--- src/design/sbd_pkg.sv ---
// ----------------------------------------------------------------------------
// sbd_pkg
// Shared constants and types of the SBUS frame decoder.
// ----------------------------------------------------------------------------
package sbd_pkg;

    localparam int FRAME_BYTES    = 25;
    localparam int FILL_W         = $clog2(FRAME_BYTES + 1);
    localparam int CHANNELS       = 16;
    localparam int CH_IDX_W       = $clog2(CHANNELS);
    localparam int CH_BITS        = 11;
    localparam int CHAN_BYTES     = 22;
    localparam int CHAN_DATA_BITS = CHAN_BYTES * 8;
    localparam int CH_POS_W       = $clog2(CHAN_DATA_BITS);
    localparam int FLAG_POS       = 23;
    localparam int LOST_BIT       = 2;
    localparam int FS_BIT         = 3;
    localparam int QUEUE_DEPTH    = 2;
    localparam int TICK_W         = 32;
    localparam int TIMEOUT_W      = 16;
    localparam int OUT_DATA_W     = 24;

    localparam logic [7:0]           HDR_BYTE      = 8'h0F;
    localparam logic [7:0]           FTR_BYTE      = 8'h00;
    localparam logic [TIMEOUT_W-1:0] TIMEOUT_RESET = 16'd100;

    localparam logic CMD_BYTE     = 1'b0;
    localparam logic CMD_TICK     = 1'b1;
    localparam logic KIND_CHANNEL = 1'b0;
    localparam logic KIND_STATUS  = 1'b1;

    typedef struct packed {
        logic                      kind;
        logic                      link_valid;
        logic                      lost_flag;
        logic                      failsafe;
        logic [CHAN_DATA_BITS-1:0] chan_bits;
    } t_desc;

endpackage

--- src/design/sbd_front.sv ---
// ----------------------------------------------------------------------------
// sbd_front
// Accepts bytes and ticks, slides the byte window, detects frames, tracks
// link age and pushes one descriptor per frame or tick into the queue.
// ----------------------------------------------------------------------------
module sbd_front (
    input  logic                            i_clk,
    input  logic                            i_rst_n,
    input  logic                            s_axis_tvalid,
    output logic                            s_axis_tready,
    input  logic [7:0]                      s_axis_tdata,
    input  logic                            s_axis_tuser,
    input  logic                            i_cfg_we,
    input  logic [sbd_pkg::TIMEOUT_W-1:0]   i_cfg_wdata,
    input  logic                            i_queue_full,
    output logic                            o_push,
    output sbd_pkg::t_desc                  o_desc
);
    import sbd_pkg::*;

    logic [7:0]           r_win [FRAME_BYTES];
    logic [FILL_W-1:0]    r_fill;
    logic [FILL_W-1:0]    n_fill;
    logic [TICK_W-1:0]    r_tick;
    logic [TICK_W-1:0]    n_tick;
    logic [TICK_W-1:0]    r_last_clean;
    logic                 r_clean_seen;
    logic                 r_fs;
    logic                 r_lost;
    logic [TIMEOUT_W-1:0] r_timeout;
    logic [TICK_W-1:0]    w_age;
    logic                 w_accept;
    logic                 w_is_tick;
    logic                 w_match;
    logic [7:0]           w_flags;
    logic                 w_link_valid;

    assign s_axis_tready = !i_queue_full;
    assign w_accept      = s_axis_tvalid && s_axis_tready;
    assign w_is_tick     = (s_axis_tuser == CMD_TICK);

    assign w_match = (r_fill >= FILL_W'(FRAME_BYTES - 1))
                  && (r_win[1] == HDR_BYTE)
                  && (s_axis_tdata == FTR_BYTE);
    assign w_flags = r_win[FLAG_POS + 1];

    assign n_tick       = r_tick + TICK_W'(1);
    assign w_age        = n_tick - r_last_clean;
    assign w_link_valid = r_clean_seen && !r_fs && (w_age < TICK_W'(r_timeout));

    always_comb begin
        if (w_match) begin
            n_fill = '0;
        end else if (r_fill == FILL_W'(FRAME_BYTES)) begin
            n_fill = r_fill;
        end else begin
            n_fill = r_fill + FILL_W'(1);
        end
    end

    always_comb begin
        o_push            = w_accept && (w_is_tick || w_match);
        o_desc.kind       = w_is_tick ? KIND_STATUS : KIND_CHANNEL;
        o_desc.link_valid = w_is_tick && w_link_valid;
        o_desc.lost_flag  = w_is_tick ? r_lost : w_flags[LOST_BIT];
        o_desc.failsafe   = w_is_tick ? r_fs   : w_flags[FS_BIT];
        for (int k = 0; k < CHAN_BYTES; k++) begin
            o_desc.chan_bits[8*k +: 8] = r_win[k + 2];
        end
    end

    always_ff @(posedge i_clk) begin
        if (w_accept && !w_is_tick) begin
            for (int i = 0; i < FRAME_BYTES - 1; i++) begin
                r_win[i] <= r_win[i + 1];
            end
            r_win[FRAME_BYTES - 1] <= s_axis_tdata;
        end
    end

    always_ff @(posedge i_clk) begin
        if (!i_rst_n) begin
            r_fill       <= '0;
            r_tick       <= '0;
            r_last_clean <= '0;
            r_clean_seen <= 1'b0;
            r_fs         <= 1'b0;
            r_lost       <= 1'b0;
            r_timeout    <= TIMEOUT_RESET;
        end else begin
            if (i_cfg_we) begin
                r_timeout <= i_cfg_wdata;
            end
            if (w_accept && w_is_tick) begin
                r_tick <= n_tick;
            end
            if (w_accept && !w_is_tick) begin
                r_fill <= n_fill;
                if (w_match) begin
                    r_lost <= w_flags[LOST_BIT];
                    r_fs   <= w_flags[FS_BIT];
                    if (!w_flags[LOST_BIT] && !w_flags[FS_BIT]) begin
                        r_last_clean <= r_tick;
                        r_clean_seen <= 1'b1;
                    end
                end
            end
        end
    end

endmodule

--- src/design/sbd_queue.sv ---
// ----------------------------------------------------------------------------
// sbd_queue
// Small descriptor queue between the front and back parts.
// ----------------------------------------------------------------------------
module sbd_queue #(
    parameter int DEPTH = sbd_pkg::QUEUE_DEPTH
) (
    input  logic           i_clk,
    input  logic           i_rst_n,
    input  logic           i_push,
    input  sbd_pkg::t_desc i_desc,
    output logic           o_full,
    input  logic           i_pop,
    output logic           o_head_valid,
    output sbd_pkg::t_desc o_head
);
    import sbd_pkg::*;

    localparam int PTR_W = (DEPTH > 1) ? $clog2(DEPTH) : 1;
    localparam int CNT_W = $clog2(DEPTH + 1);

    t_desc             r_mem [DEPTH];
    logic [PTR_W-1:0]  r_wr;
    logic [PTR_W-1:0]  r_rd;
    logic [CNT_W-1:0]  r_count;

    assign o_full       = (r_count == CNT_W'(DEPTH));
    assign o_head_valid = (r_count != '0);
    assign o_head       = r_mem[r_rd];

    always_ff @(posedge i_clk) begin
        if (i_push) begin
            r_mem[r_wr] <= i_desc;
        end
    end

    always_ff @(posedge i_clk) begin
        if (!i_rst_n) begin
            r_wr    <= '0;
            r_rd    <= '0;
            r_count <= '0;
        end else begin
            if (i_push) begin
                r_wr <= (r_wr == PTR_W'(DEPTH - 1)) ? '0 : r_wr + PTR_W'(1);
            end
            if (i_pop) begin
                r_rd <= (r_rd == PTR_W'(DEPTH - 1)) ? '0 : r_rd + PTR_W'(1);
            end
            if (i_push && !i_pop) begin
                r_count <= r_count + CNT_W'(1);
            end else if (i_pop && !i_push) begin
                r_count <= r_count - CNT_W'(1);
            end
        end
    end

`ifndef SYNTHESIS
    a_no_push_full: assert property (@(posedge i_clk) disable iff (!i_rst_n)
        o_full |-> !i_push)
        else $error("push into full queue");
    a_no_pop_empty: assert property (@(posedge i_clk) disable iff (!i_rst_n)
        i_pop |-> o_head_valid)
        else $error("pop from empty queue");
    a_count_bound: assert property (@(posedge i_clk) disable iff (!i_rst_n)
        r_count <= CNT_W'(DEPTH))
        else $error("queue count out of range");
`endif

endmodule

--- src/design/sbd_back.sv ---
// ----------------------------------------------------------------------------
// sbd_back
// Drains descriptors: one status transaction per tick, sixteen unpacked
// channel transactions per frame, through a registered output stage.
// ----------------------------------------------------------------------------
module sbd_back (
    input  logic                             i_clk,
    input  logic                             i_rst_n,
    input  logic                             i_head_valid,
    input  sbd_pkg::t_desc                   i_head,
    output logic                             o_pop,
    output logic                             m_axis_tvalid,
    input  logic                             m_axis_tready,
    output logic [sbd_pkg::OUT_DATA_W-1:0]   m_axis_tdata,
    output logic                             m_axis_tuser,
    output logic                             m_axis_tlast
);
    import sbd_pkg::*;

    logic [CH_IDX_W-1:0]   r_ch;
    logic                  r_out_valid;
    logic [OUT_DATA_W-1:0] r_out_data;
    logic                  r_out_kind;
    logic                  r_out_last;
    logic                  w_out_free;
    logic                  w_load;
    logic                  w_is_status;
    logic                  w_last_ch;
    logic [CH_POS_W-1:0]   w_pos;
    logic [CH_BITS-1:0]    w_value;
    logic [OUT_DATA_W-1:0] w_data;

    assign w_out_free  = !r_out_valid || m_axis_tready;
    assign w_load      = w_out_free && i_head_valid;
    assign w_is_status = (i_head.kind == KIND_STATUS);
    assign w_last_ch   = (r_ch == CH_IDX_W'(CHANNELS - 1));
    assign o_pop       = w_load && (w_is_status || w_last_ch);

    assign w_pos   = CH_POS_W'(r_ch) * CH_POS_W'(CH_BITS);
    assign w_value = i_head.chan_bits[w_pos +: CH_BITS];

    always_comb begin
        w_data         = '0;
        w_data[3:0]    = w_is_status ? '0 : r_ch;
        w_data[14:4]   = w_is_status ? '0 : w_value;
        w_data[15]     = i_head.lost_flag;
        w_data[16]     = i_head.failsafe;
        w_data[17]     = i_head.link_valid;
    end

    always_ff @(posedge i_clk) begin
        if (w_load) begin
            r_out_data <= w_data;
            r_out_kind <= i_head.kind;
            r_out_last <= w_is_status || w_last_ch;
        end
    end

    always_ff @(posedge i_clk) begin
        if (!i_rst_n) begin
            r_ch        <= '0;
            r_out_valid <= 1'b0;
        end else begin
            if (w_load) begin
                r_out_valid <= 1'b1;
            end else if (m_axis_tready) begin
                r_out_valid <= 1'b0;
            end
            if (w_load && !w_is_status) begin
                r_ch <= w_last_ch ? '0 : r_ch + CH_IDX_W'(1);
            end
        end
    end

    assign m_axis_tvalid = r_out_valid;
    assign m_axis_tdata  = r_out_data;
    assign m_axis_tuser  = r_out_kind;
    assign m_axis_tlast  = r_out_last;

`ifndef SYNTHESIS
    a_frame_head_held: assert property (@(posedge i_clk) disable iff (!i_rst_n)
        (r_ch != '0) |-> (i_head_valid && (i_head.kind == KIND_CHANNEL)))
        else $error("frame descriptor left queue mid-frame");
    a_status_last: assert property (@(posedge i_clk) disable iff (!i_rst_n)
        (r_out_valid && (r_out_kind == KIND_STATUS)) |->
        (r_out_last && (r_out_data[14:0] == '0)))
        else $error("status transaction malformed");
    a_channel_no_link: assert property (@(posedge i_clk) disable iff (!i_rst_n)
        (r_out_valid && (r_out_kind == KIND_CHANNEL)) |-> !r_out_data[17])
        else $error("link flag set on channel transaction");
`endif

endmodule

--- src/design/sbus_frame_decoder_top.sv ---
// ----------------------------------------------------------------------------
// sbus_frame_decoder_top
// SBUS frame decoder: byte window, frame detect, channel unpack, link status.
//
//   Channel   Dir  Signals                Content (low bit first)
//   s_axis    in   tvalid tready tdata    tdata[7:0] data_byte
//                  tuser                  tuser[0] command (0 byte, 1 tick)
//   m_axis    out  tvalid tready tdata    tdata[3:0] channel_index,
//                  tuser tlast            [14:4] channel_value, [15] lost flag,
//                                         [16] failsafe, [17] link_valid,
//                                         [23:18] zero; tuser kind; tlast last
//   cfg       in   i_cfg_we i_cfg_wdata   link timeout in ticks, 16 bits
//
// Input transactions are taken one per cycle while the descriptor queue has
// room. A tick yields one status transaction, queued then registered. A frame
// yields sixteen channel transactions, one per cycle unless m_axis stalls, set
// by the back part walking the channel counter. Synchronous active-low reset; no
// clearing pass. Output stalls back up through the queue to s_axis tready.
// ----------------------------------------------------------------------------
module sbus_frame_decoder_top #(
    parameter int QUEUE_DEPTH = sbd_pkg::QUEUE_DEPTH
) (
    input  logic                             i_clk,
    input  logic                             i_rst_n,
    input  logic                             s_axis_tvalid,
    output logic                             s_axis_tready,
    input  logic [7:0]                       s_axis_tdata,   // [7:0] data_byte
    input  logic                             s_axis_tuser,   // [0] command
    output logic                             m_axis_tvalid,
    input  logic                             m_axis_tready,
    output logic [sbd_pkg::OUT_DATA_W-1:0]   m_axis_tdata,   // index, value, lost, fs, valid
    output logic                             m_axis_tuser,   // [0] kind
    output logic                             m_axis_tlast,
    input  logic                             i_cfg_we,
    input  logic [sbd_pkg::TIMEOUT_W-1:0]    i_cfg_wdata
);
    import sbd_pkg::*;

    logic  w_push;
    logic  w_full;
    logic  w_pop;
    logic  w_head_valid;
    t_desc w_desc;
    t_desc w_head;

    sbd_front u_front (
        .i_clk         (i_clk),
        .i_rst_n       (i_rst_n),
        .s_axis_tvalid (s_axis_tvalid),
        .s_axis_tready (s_axis_tready),
        .s_axis_tdata  (s_axis_tdata),
        .s_axis_tuser  (s_axis_tuser),
        .i_cfg_we      (i_cfg_we),
        .i_cfg_wdata   (i_cfg_wdata),
        .i_queue_full  (w_full),
        .o_push        (w_push),
        .o_desc        (w_desc)
    );

    sbd_queue #(
        .DEPTH (QUEUE_DEPTH)
    ) u_queue (
        .i_clk        (i_clk),
        .i_rst_n      (i_rst_n),
        .i_push       (w_push),
        .i_desc       (w_desc),
        .o_full       (w_full),
        .i_pop        (w_pop),
        .o_head_valid (w_head_valid),
        .o_head       (w_head)
    );

    sbd_back u_back (
        .i_clk         (i_clk),
        .i_rst_n       (i_rst_n),
        .i_head_valid  (w_head_valid),
        .i_head        (w_head),
        .o_pop         (w_pop),
        .m_axis_tvalid (m_axis_tvalid),
        .m_axis_tready (m_axis_tready),
        .m_axis_tdata  (m_axis_tdata),
        .m_axis_tuser  (m_axis_tuser),
        .m_axis_tlast  (m_axis_tlast)
    );

endmodule
--- config.mk ---
export PLATFORM = sky130hd
export DESIGN_NAME = sbus_frame_decoder_top
export DESIGN_NICKNAME = d
export VERILOG_FILES = /design/src/design/sbd_pkg.sv /design/src/design/sbd_front.sv /design/src/design/sbd_queue.sv /design/src/design/sbd_back.sv /design/src/design/sbus_frame_decoder_top.sv
export SDC_FILE = /design/constraint.sdc
export NUM_CORES = 1
export LEC_CHECK = 0
export CORE_ASPECT_RATIO = 1.75
export CORE_MARGIN = 4
export CORE_UTILIZATION = 35
export CTS_CLUSTER_SIZE = 30
export DETAILED_ROUTE_END_ITERATION = 12
export DONT_BUFFER_PORTS = 1
export PLACE_DENSITY = 0.51
export SYNTH_ARGS = -nofsm -noshare
export SYNTH_HDL_FRONTEND = slang
export SYNTH_SLANG_ARGS = --single-unit
--- constraint.sdc ---
create_clock -name i_clk -period 17.4 [get_ports i_clk]
set_clock_uncertainty 0.1 [all_clocks]
set_input_delay 0.87 -clock i_clk [delete_from_list [all_inputs] [get_ports i_clk]]
set_output_delay 0.87 -clock i_clk [all_outputs]
set_load 0.005 [all_outputs]
==> results of run 1 <==
## final timing paths
check / endpoint / cells after the start
max: u_queue.r_mem[1][178] / 21
min: u_front.r_win[24][4] / 0
max reg2reg: u_queue.r_mem[1][178] / 21
min reg2reg: u_front.r_win[23][1] / 0
## cell type report
cell class,count,area [um^2]
timing repair buffer,16,133
tap,1020,1280
clock inverter,37,477
clock buffer,80,1750
multi-input combinational,841,7380
inverter,66,248
fill,7087,46000
antenna,1,2.50
sequential,670,19100
## layer usage
layer / vias to the layer above / part of all wire [%] / global-route usage, %
met5: - / 0 / 0
met4: 0 / 2.4 / 4.38
met3: 76 / 4.1 / 2.51
met2: 250 / 56 / 27.4
met1: 6892 / 38 / 16.0
li1: 6294 / - / -
## sequential cells by signal, indices dropped and copies added (netlist names), named ones only
register / cells
u_front.r_fs: 1
u_front.r_win: 192
u_queue.r_wr: 1
u_back.m_axis_tuser: 1
u_front.r_timeout: 16
u_front.r_lost: 1
u_back.r_ch: 4
u_back.m_axis_tvalid: 1
u_queue.r_mem: 360
u_front.r_last_clean: 32
u_front.r_clean_seen: 1
u_front.r_tick: 32
u_back.m_axis_tlast: 1
u_queue.r_count: 2
u_queue.r_rd: 1
u_back.m_axis_tdata: 18
u_front.r_fill: 5
## kinds of logic after synthesis
| logic type | share of synthesized area [%] |
|---|---|
| other | 0.0139 |
| DFF | 70.7 |
| adders and majority gates | 2.43 |
| AOI/OAI and AO/OA | 4.73 |
| muxes | 10.2 |
| and+or+nand+nor | 7.10 |
| buffers and inverters | 2.18 |
| xor gates and xnor gates | 2.62 |
## report_power, final
group	internal [W]	total, W	leakage, nW	switching [W]
logic	0.000277	0.000600	2.95	0.000323
clock network	0.000858	0.00147	1.08	0.000609
registers	0.00195	0.00206	6.08	0.000109
## metrics by stage
stage	hold slack, ns	area (um^2)	std cells	setup slack, ns
6_report	0.258	30400	2731	11.58
3_5_place_dp	0.308	28200	2613	11.59
5_1_grt	0.220	30400	2730	11.11
4_1_cts	0.215	30400	2730	11.54
3_3_place_gp	0.305	28200	2613	11.65
2_1_floorplan	0.300	27100	1653	2.41
## placed cells by master (no fill, tap or decap), drive strengths merged, types with 16 or more instances in the layout
cell	count
a21boi	44
a21oi	46
and2	36
buf	16
clkbuf	80
clkinv	20
dfxtp	98
edfxtp	572
ha	51
inv	70
mux2i	22
mux4	110
nand2	156
nand3	23
nand4	20
nor2	49
nor2b	23
nor3	18
o21ai	31
xnor2	50
xor2	31
==> results.sh, run 1 <==
export IMPL_outcome="complete, no violations"
export IMPL_end_kind="flop"
export IMPL_post_cts_repair_setup_buffers=0
export IMPL_seq_area_frac_synth_pct=70.7
export IMPL_portBuffers=0
export IMPL_hold_path_class="input pin to flop"
export IMPL_fin_crit_ns=5.82
export IMPL_worstPathMaxFanout=8
export IMPL_cts_made_buffers=66
export IMPL_synth_edff_count=572
export IMPL_powerDensity_nw_per_um2=136
export IMPL_clkSlewWorstSetupHoldPaths_ns=0.06
export IMPL_p_total_w=0.00413
export IMPL_slew_headroom_pct=31.0
export IMPL_antenna_found_initial=0
export IMPL_avgViaCountPerCell=4.95
export IMPL_ys_ff_latch=670
export IMPL_wl_per_cell_um=21.4
export IMPL_gp_congestion=0.835
export IMPL_startpoint="u_front.r_tick[0]"
export IMPL_drive_above_1_share_pct=15.5
export IMPL_hold_violations=0
export IMPL_clock_sinks=670
export IMPL_cts_tree="yes"
export IMPL_grt_usage_pct=14.3
export IMPL_cp_top_family="simple AND/OR/NAND/NOR gates"
export IMPL_synthTopCellsByArea="edfxtp_1, mux4_2, dfxtp_1"
export IMPL_synth_top_cell_area_share_pct=63.5
export IMPL_ctsHoldBuffers=0
export IMPL_max_stage_delay_ns=0.53
export IMPL_cp_arrival_ns=6.03
export IMPL_drtIter0Drc=746
export IMPL_netlist_area_um2=27100
export IMPL_place_hpwl_mm=37.7
export IMPL_row_count=134
export IMPL_first_pass_iters=5
export IMPL_fmax_mhz=172
export IMPL_required_ns=17.62
export IMPL_ir_drop_uv=106
export IMPL_synth_area_per_cell_um2=16.4
export IMPL_dieArea_um2=82000
export IMPL_core_area_um2=76500
export IMPL_drc=0
export IMPL_leakagePower_nw=10.1
export IMPL_cts_root_buf="clkbuf_16"
export IMPL_worstMarginPinSlew_ns=1.03
export IMPL_syn_inst=1648
export IMPL_r2r_setup_slack_ns=11.58
export IMPL_crit_chain="ha_1, and3_1, and4_1, nand3_1, xnor2_1, ha_1, nand2_1, and2_1, a41o_1, a21oi_1, xor2_1, ha_1, a21o_1, a21o_1, a22oi_1, nand4b_1, a2111oi_0, nand3_1, nor4b_1, nand4_1, nor4_1"
export IMPL_startpoint_type="flop"
export IMPL_synthTopCellsByCount="edfxtp_1, nand2_1, mux4_2"
export IMPL_utilization_pct=39.8
export IMPL_syn_to_final_growth_pct=12.3
export IMPL_drtAntennaViolNets=0
export IMPL_vias=13500
export IMPL_synth_area_leader_cell="edfxtp_1"
export IMPL_min_from="s_axis_tdata[4]"
export IMPL_finalSetupViolCount=0
export IMPL_crit_slowest_cell="nor4_1"
export IMPL_io_pins=58
export IMPL_r2r_start="u_front.r_tick[0]"
export IMPL_fin_tns_setup_ns=0
export IMPL_synth_ff_type="edfxtp_1"
export IMPL_grt_pass1_vias=14600
export IMPL_synth_yosys_warnings=0
export IMPL_crit_path_frequent_cell="ha_1"
export IMPL_yosysUniqueCellTypes=78
export IMPL_finish_net_count=1743
export IMPL_finalMaxSlewViolations=0
export IMPL_grt_max_degree=169
export IMPL_start_util_pct=35.4
export IMPL_maxCapViolCount=0
export IMPL_grt_pass1_wl_mm=89.3
export IMPL_chipWidth_um=218
export IMPL_crit_buf_inv=0
export IMPL_min_period_over_period_pct=33.4
export IMPL_crit_type="flop to flop"
export IMPL_globalRouteOverflowTotal=0
export IMPL_die_h_um=376
export IMPL_cts_max_path_buffers=3
export IMPL_synth_most_common_cell="edfxtp_1"
export IMPL_finalWirelength_mm=58.4
export IMPL_grt_setup_unrepaired="no"
export IMPL_htree_levels=3
export IMPL_async_flop_share_pct=0
export IMPL_insertion_delay_ns=0.60
export IMPL_cts_resized=0
(Power assumes the default switching activity.)
==> inputs of run 2 (changes only) <==
--- a/config.mk
+++ b/config.mk
@@ -5,13 +5,14 @@
 export SDC_FILE = /design/constraint.sdc
 export NUM_CORES = 1
 export LEC_CHECK = 0
+export ABC_AREA = 1
 export CORE_ASPECT_RATIO = 1.75
 export CORE_MARGIN = 4
 export CORE_UTILIZATION = 35
 export CTS_CLUSTER_SIZE = 30
 export DETAILED_ROUTE_END_ITERATION = 12
 export DONT_BUFFER_PORTS = 1
-export PLACE_DENSITY = 0.51
+export PLACE_DENSITY = 0.53
 export SYNTH_ARGS = -nofsm -noshare
 export SYNTH_HDL_FRONTEND = slang
 export SYNTH_SLANG_ARGS = --single-unit
==> constraint.sdc (replaced) <==
create_clock -name i_clk -period 4.8 [get_ports i_clk]
set_clock_uncertainty 0.1 [all_clocks]
set_input_delay 0.24 -clock i_clk [delete_from_list [all_inputs] [get_ports i_clk]]
set_output_delay 0.24 -clock i_clk [all_outputs]
set_load 0.005 [all_outputs]
==> results.sh, run 2 <==
export IMPL_vias=17800
export IMPL_antenna_found_initial=2
export IMPL_row_count=135
export IMPL_drtAntennaViolNets=0
export IMPL_seq_area_frac_synth_pct=69.5
export IMPL_switching_power_w=0.00570
export IMPL_layout_commonest_cell="edfxtp_1"
export IMPL_yosysUniqueCellTypes=48
export IMPL_p_sw_share_pct=33.5
export IMPL_io_pins=58
export IMPL_final_cell_mix="edfxtp_1, nand2_1, nor2_1"
export IMPL_multi_input_area_um2=7170
export IMPL_grt_max_degree=107
export IMPL_startpoint_type="flop"
export IMPL_synth_most_common_cell="edfxtp_1"
export IMPL_pwr_share_seq_pct=44.7
export IMPL_syn_to_final_growth_pct=13.4
export IMPL_chipWidth_um=220
export IMPL_outcome="complete, no violations"
export IMPL_synth_ff_type="edfxtp_1"
export IMPL_fmax_mhz=232
export IMPL_grt_setup_unrepaired="no"
export IMPL_avgViaCountPerCell=5.14
export IMPL_clkPwrFrac_pct=30.4
export IMPL_clock_sinks=670
export IMPL_hold_path_class="input pin to flop"
export IMPL_cts_tree="yes"
export IMPL_finish_net_count=2471
export IMPL_netlist_area_um2=27500
export IMPL_grt_pass1_wl_mm=111
export IMPL_finalSetupViolCount=0
export IMPL_final_cell_area_um2=31200
export IMPL_synth_xor_area_share_pct=1.40
export IMPL_regMostFlops="u_queue.r_mem"
export IMPL_holdWs_ns=0.220
export IMPL_synth_compound_area_share_pct=10.4
export IMPL_async_flop_share_pct=0
export IMPL_gp_congestion=0.876
export IMPL_grt_usage_pct=17.9
export IMPL_fin_tns_setup_ns=0
export IMPL_clkSlewWorstSetupHoldPaths_ns=0.07
export IMPL_core_area_um2=77700
export IMPL_drc=0
export IMPL_yosys_area_share_simple_pct=11.6
export IMPL_drtIter0Drc=1337
export IMPL_synthMuxAreaShare_pct=0
export IMPL_postPlaceCellArea_um2=28700
export IMPL_required_ns=5.14
export IMPL_largest_reg_flops=360
export IMPL_synth_yosys_warnings=0
export IMPL_synthTopCellsByArea="edfxtp_1, dfxtp_1, o21ai_0"
export IMPL_cts_made_buffers=66
export IMPL_synth_area_leader_cell="edfxtp_1"
export IMPL_htree_levels=3
export IMPL_start_util_pct=35.4
export IMPL_fin_crit_ns=4.31
export IMPL_dieArea_um2=83400
export IMPL_grt_pass1_vias=17900
export IMPL_end_kind="flop"
export IMPL_hold_violations=0
export IMPL_final_seq_area_um2=19100
export IMPL_min_period_over_period_pct=89.8
export IMPL_synth_top_family_by_area="simple AND/OR/NAND/NOR gates"
export IMPL_reg_top3="u_queue.r_mem (360), u_front.r_win (192)"
export IMPL_wl_per_cell_um=21.7
export IMPL_cts_max_path_buffers=3
export IMPL_synthTopCellsByCount="edfxtp_1, nand2_1, nor2_1"
export IMPL_finalWirelength_mm=75.3
export IMPL_syn_inst=2354
export IMPL_pwr_share_comb_pct=24.9
export IMPL_cts_root_buf="clkbuf_16"
export IMPL_leakagePower_nw=11.4
export IMPL_fillers=7367
export IMPL_maxCapViolCount=0
export IMPL_powerDensity_nw_per_um2=544
export IMPL_synth_area_per_cell_um2=11.7
export IMPL_worstPathMaxFanout=5
export IMPL_internal_power_w=0.0113
export IMPL_crit_type="flop to flop"
export IMPL_portBuffers=0
export IMPL_ir_drop_uv=282
export IMPL_finalMaxSlewViolations=0
export IMPL_slew_headroom_pct=26.9
export IMPL_cp_arrival_ns=4.65
export IMPL_worstMarginPinSlew_ns=1.09
export IMPL_yosys_area_share_adder_pct=2.39
export IMPL_globalRouteOverflowTotal=0
export IMPL_insertion_delay_ns=0.61
export IMPL_synth_top_cell_area_share_pct=62.4
export IMPL_first_pass_iters=5
export IMPL_ys_ff_latch=670
export IMPL_die_h_um=379
export IMPL_drive_above_1_share_pct=6.90
export IMPL_cts_resized=0
export IMPL_synth_edff_count=572
export IMPL_place_hpwl_mm=48.8
[run 2: changes by cell type after synthesis, moves of 38 or more]
cell,delta
o21ai_0,+241
nor2_1,+229
nand2_1,+160
inv_1,+157
mux4_2,-110
a21oi_1,+63
nand3_1,+63
o22ai_1,+49
xnor2_1,-48
a21boi_0,-42
o221ai_1,+38
[run 2: cell type report]
cell class,instances,area share [%]
clock inverter,31,1.00
tap,1027,4.12
timing repair buffer,62,2.00
inverter,227,2.75
clock buffer,84,5.81
antenna,1,0.00802
multi-input combinational,1362,23.0
sequential,670,61.3
[run 2: logic make-up after synthesis]
family          after synthesis
fa+ha+maj                    52
other cells                   1
flops                       670
compound gates              507
buf+inv                     327
xor+xnor                     44
simple gates                753
[run 2: stage by stage]
stage	utilization [%]	worst slack (ns)	cells	total power, W
2_1_floorplan	-	-1.55	2359	0.0103
3_5_place_dp	37.0	0.473	3316	0.0120
5_1_grt	40.2	0.0301	3464	0.0179
6_report	40.2	0.490	3464	0.0170
4_1_cts	40.2	0.432	3462	0.0172
3_3_place_gp	37.0	0.533	3316	0.0119
[run 2: worst max-delay path, cell delays in order, from the launching register on]
cell	delay [ns]
dfxtp_1	0.42
ha_1	0.24
nand3_2	0.13
nor2_1	0.16
xor2_1	0.11
ha_1	0.45
nand2_1	0.19
nor2_1	0.27
nand2_1	0.08
nand2_1	0.19
nand2_1	0.08
nand2_1	0.15
xor2_1	0.25
ha_1	0.29
a21oi_1	0.14
o21ai_0	0.10
nand2_1	0.07
and3_1	0.15
nand3_1	0.09
nor2_1	0.11
nand2_1	0.05
nor2_1	0.08
nand2_1	0.08
nor2_1	0.16
[run 2: repair_timing]
action	in CTS	in global routing
endpoints found under the hold margin	99	0
setup buffers	0	1
endpoints found under the setup margin	0	2
hold buffers	31	0
[run 2: metal layers]
metal,up-vias,wire length (um),GRT usage [%]
li1,8341,-,-
met1,8852,28000,19.6
met2,451,39800,32.5
met3,169,3220,3.04
met4,2,4330,9.75
met5,-,14,0
[run 2: worst paths after layout]
check | startpoint | to | slack [ns] | depth (start not counted)
setup reg to reg | u_front.r_tick[0] | u_queue.r_mem[1][178] | 0.49 | 23
setup / recovery | u_front.r_tick[0] | u_queue.r_mem[1][178] | 0.49 | 23
hold / removal | i_cfg_wdata[6] | u_front.r_timeout[6] | 0.22 | 3
hold reg to reg | u_front.r_win[24][4] | u_front.r_win[23][4] | 0.33 | 0
[run 2: power groups by stage]
| stage | logic [W] | registers [W] | clock network [W] |
|---|---|---|---|
| after floorplan | 0.00278 | 0.00749 | 0 |
| after global placement | 0.00423 | 0.00770 | 0 |
| after detailed placement | 0.00426 | 0.00771 | 0 |
| after CTS | 0.00432 | 0.00760 | 0.00530 |
| after global routing | 0.00470 | 0.00765 | 0.00552 |
| final | 0.00423 | 0.00759 | 0.00517 |
==> inputs of run 3 (changes only) <==
==> constraint.sdc (replaced) <==
create_clock -name i_clk -period 3.52 [get_ports i_clk]
set_clock_uncertainty 0.1 [all_clocks]
set_input_delay 0.176 -clock i_clk [delete_from_list [all_inputs] [get_ports i_clk]]
set_output_delay 0.176 -clock i_clk [all_outputs]
set_load 0.005 [all_outputs]
==> results.sh, run 3 (synthesized netlist as in run 2, its figures left out) <==
export IMPL_outcome="finished, violations left"
export IMPL_violations="setup timing"
export IMPL_grt_pass1_vias=18800
export IMPL_finalWirelength_mm=74.2
export IMPL_ir_drop_uv=464
export IMPL_startpoint_type="flop"
export IMPL_drtIter0Drc=1466
export IMPL_p_sw_share_pct=32.9
export IMPL_globalRouteOverflowTotal=0
export IMPL_grt_pass1_wl_mm=113
export IMPL_whs_endpoint="u_front.r_timeout[2]"
export IMPL_min_period_over_period_pct=107
export IMPL_finalSetupViolCount=2
export IMPL_cts_max_path_buffers=3
export IMPL_antenna_found_initial=1
export IMPL_clkPwrFrac_pct=30.2
export IMPL_fillers=7266
export IMPL_drc=0
export IMPL_clock_sinks=670
export IMPL_finalMaxSlewViolations=0
export IMPL_final_seq_area_um2=19200
export IMPL_grt_setup_unrepaired="yes"
export IMPL_worstMarginPinSlew_ns=1.16
export IMPL_holdWs_ns=0.151
export IMPL_fin_crit_ns=3.77
export IMPL_pwr_share_seq_pct=41.6
export IMPL_layout_commonest_cell="edfxtp_1"
export IMPL_final_cell_mix="edfxtp_1, nand2_1, o21ai_0"
export IMPL_pwr_share_comb_pct=28.2
export IMPL_row_count=135
export IMPL_slew_headroom_pct=22.5
export IMPL_grt_max_degree=104
export IMPL_insertion_delay_ns=0.62
export IMPL_core_area_um2=77700
export IMPL_internal_power_w=0.0165
export IMPL_multi_input_area_um2=7520
export IMPL_reg_top3="u_queue.r_mem (360), u_front.r_win (192)"
export IMPL_chipWidth_um=220
export IMPL_gp_congestion=0.910
export IMPL_start_util_pct=35.4
export IMPL_powerDensity_nw_per_um2=741
export IMPL_grt_usage_pct=17.8
export IMPL_final_cell_area_um2=33100
export IMPL_drive_above_1_share_pct=15.6
export IMPL_htree_levels=3
export IMPL_postPlaceCellArea_um2=30000
export IMPL_fmax_mhz=265
export IMPL_avgViaCountPerCell=5.07
export IMPL_largest_reg_flops=360
export IMPL_switching_power_w=0.00807
export IMPL_wl_per_cell_um=20.4
export IMPL_rr_endpoint="u_queue.r_mem[1][178]"
export IMPL_vias=18400
export IMPL_clkSlewWorstSetupHoldPaths_ns=0.06
export IMPL_p_total_w=0.0246
export IMPL_hold_depth=3
export IMPL_maxCapViolCount=0
export IMPL_portBuffers=0
export IMPL_drtAntennaViolNets=0
export IMPL_worstPathMaxFanout=4
export IMPL_hold_path_class="input pin to flop"
export IMPL_fin_ws_ns=-0.249
export IMPL_hold_violations=0
export IMPL_leakagePower_nw=12.4
export IMPL_cp_arrival_ns=4.04
export IMPL_die_h_um=379
export IMPL_r2r_start="u_front.r_tick[1]"
export IMPL_cts_made_buffers=66
export IMPL_ff2ff_path_depth=25
export IMPL_syn_to_final_growth_pct=20.4
export IMPL_regMostFlops="u_queue.r_mem"
export IMPL_cts_root_buf="clkbuf_16"
export IMPL_first_pass_iters=5
export IMPL_min_from="i_cfg_wdata[2]"
export IMPL_dieArea_um2=83400
export IMPL_crit_type="flop to flop"
export IMPL_end_kind="flop"
export IMPL_r2r_setup_slack_ns=-0.25
export IMPL_required_ns=3.79
export IMPL_finish_net_count=2641
export IMPL_cts_tree="yes"
export IMPL_place_hpwl_mm=48.5
export IMPL_io_pins=58
run 3: layer usage:
| layer | GRT usage [%] | wire length (um) | vias up |
|---|---|---|---|
| li1 | - | - | 8693 |
| met1 | 19.9 | 27700 | 9164 |
| met2 | 33.3 | 40300 | 437 |
| met3 | 2.41 | 2700 | 146 |
| met4 | 7.99 | 3530 | 0 |
| met5 | 0 | 0 | - |
run 3: how the worst max path moves through the flow:
stage,from,end,slack (ns),depth (start not counted)
after floorplan,u_queue.r_count[0],u_front.r_fill[4],-1.25,9
final,u_front.r_tick[1],u_queue.r_mem[1][178],-0.25,25
after detailed placement,u_front.r_tick[1],u_queue.r_mem[1][178],-0.44,22
after global placement,u_front.r_tick[7],u_queue.r_mem[0][178],-0.46,22
after global routing,u_front.r_tick[1],u_queue.r_mem[1][178],-0.48,25
after CTS,u_front.r_tick[1],u_queue.r_mem[1][178],-0.21,26
run 3: final cells by class:
class	count	area share [%]
Clock buffer	78	5.22
Timing Repair Buffer	232	6.14
Clock inverter	40	1.62
Inverter	227	2.59
Antenna cell	2	0.0151
Multi-Input combinational cell	1362	22.7
Tap cell	1027	3.88
Sequential cell	670	57.8
run 3: power groups by stage:
stage,clock (W),sequential [W],combinational (W)
after floorplan,0,0.0102,0.00381
after global placement,0,0.0103,0.00656
after detailed placement,0,0.0104,0.00659
after CTS,0.00764,0.0102,0.00686
after global routing,0.00794,0.0103,0.00766
final,0.00743,0.0102,0.00692
run 3: per-stage QoR:
| step | util [%] | setup slack, ns | std cells | setup TNS (ns) |
|---|---|---|---|---|
| 2_1_floorplan | - | -1.25 | 2359 | -366.13 |
| 6_report | 42.6 | -0.249 | 3638 | -0.498 |
| 5_1_grt | 42.6 | -0.484 | 3636 | -0.969 |
| 4_1_cts | 42.3 | -0.206 | 3625 | -0.412 |
| 3_5_place_dp | 38.6 | -0.438 | 3458 | -0.877 |
| 3_3_place_gp | 38.6 | -0.457 | 3458 | -0.914 |
run 3: repair_timing:
action / in CTS / in global routing
hold buffers: 31 / 0
setup buffers: 18 / 11
endpoints found under the hold margin: 246 / 0
gates resized for setup: 45 / 40
pin swaps: 19 / 40
setup endpoints to repair: 2 / 2
run 3: worst max-delay path: stages, from the launching register on:
cell and delay (ns):
dfxtp_4 0.37, buf_6 0.10, nand3_4 0.08, nor2_4 0.13
nand2_4 0.08, nor3_4 0.20, nand3_2 0.12, xor2_2 0.21
ha_4 0.32, buf_6 0.10, nand2_4 0.05, nor2_4 0.12
inv_2 0.05, o21ai_2 0.15, inv_1 0.07, nand2_2 0.08
xor2_2 0.08, ha_1 0.30, nand2_1 0.07, buf_4 0.13
nor3_2 0.17, nand3_1 0.11, a21oi_2 0.13, nor2_1 0.08
nand3_1 0.08, nor2_2 0.05
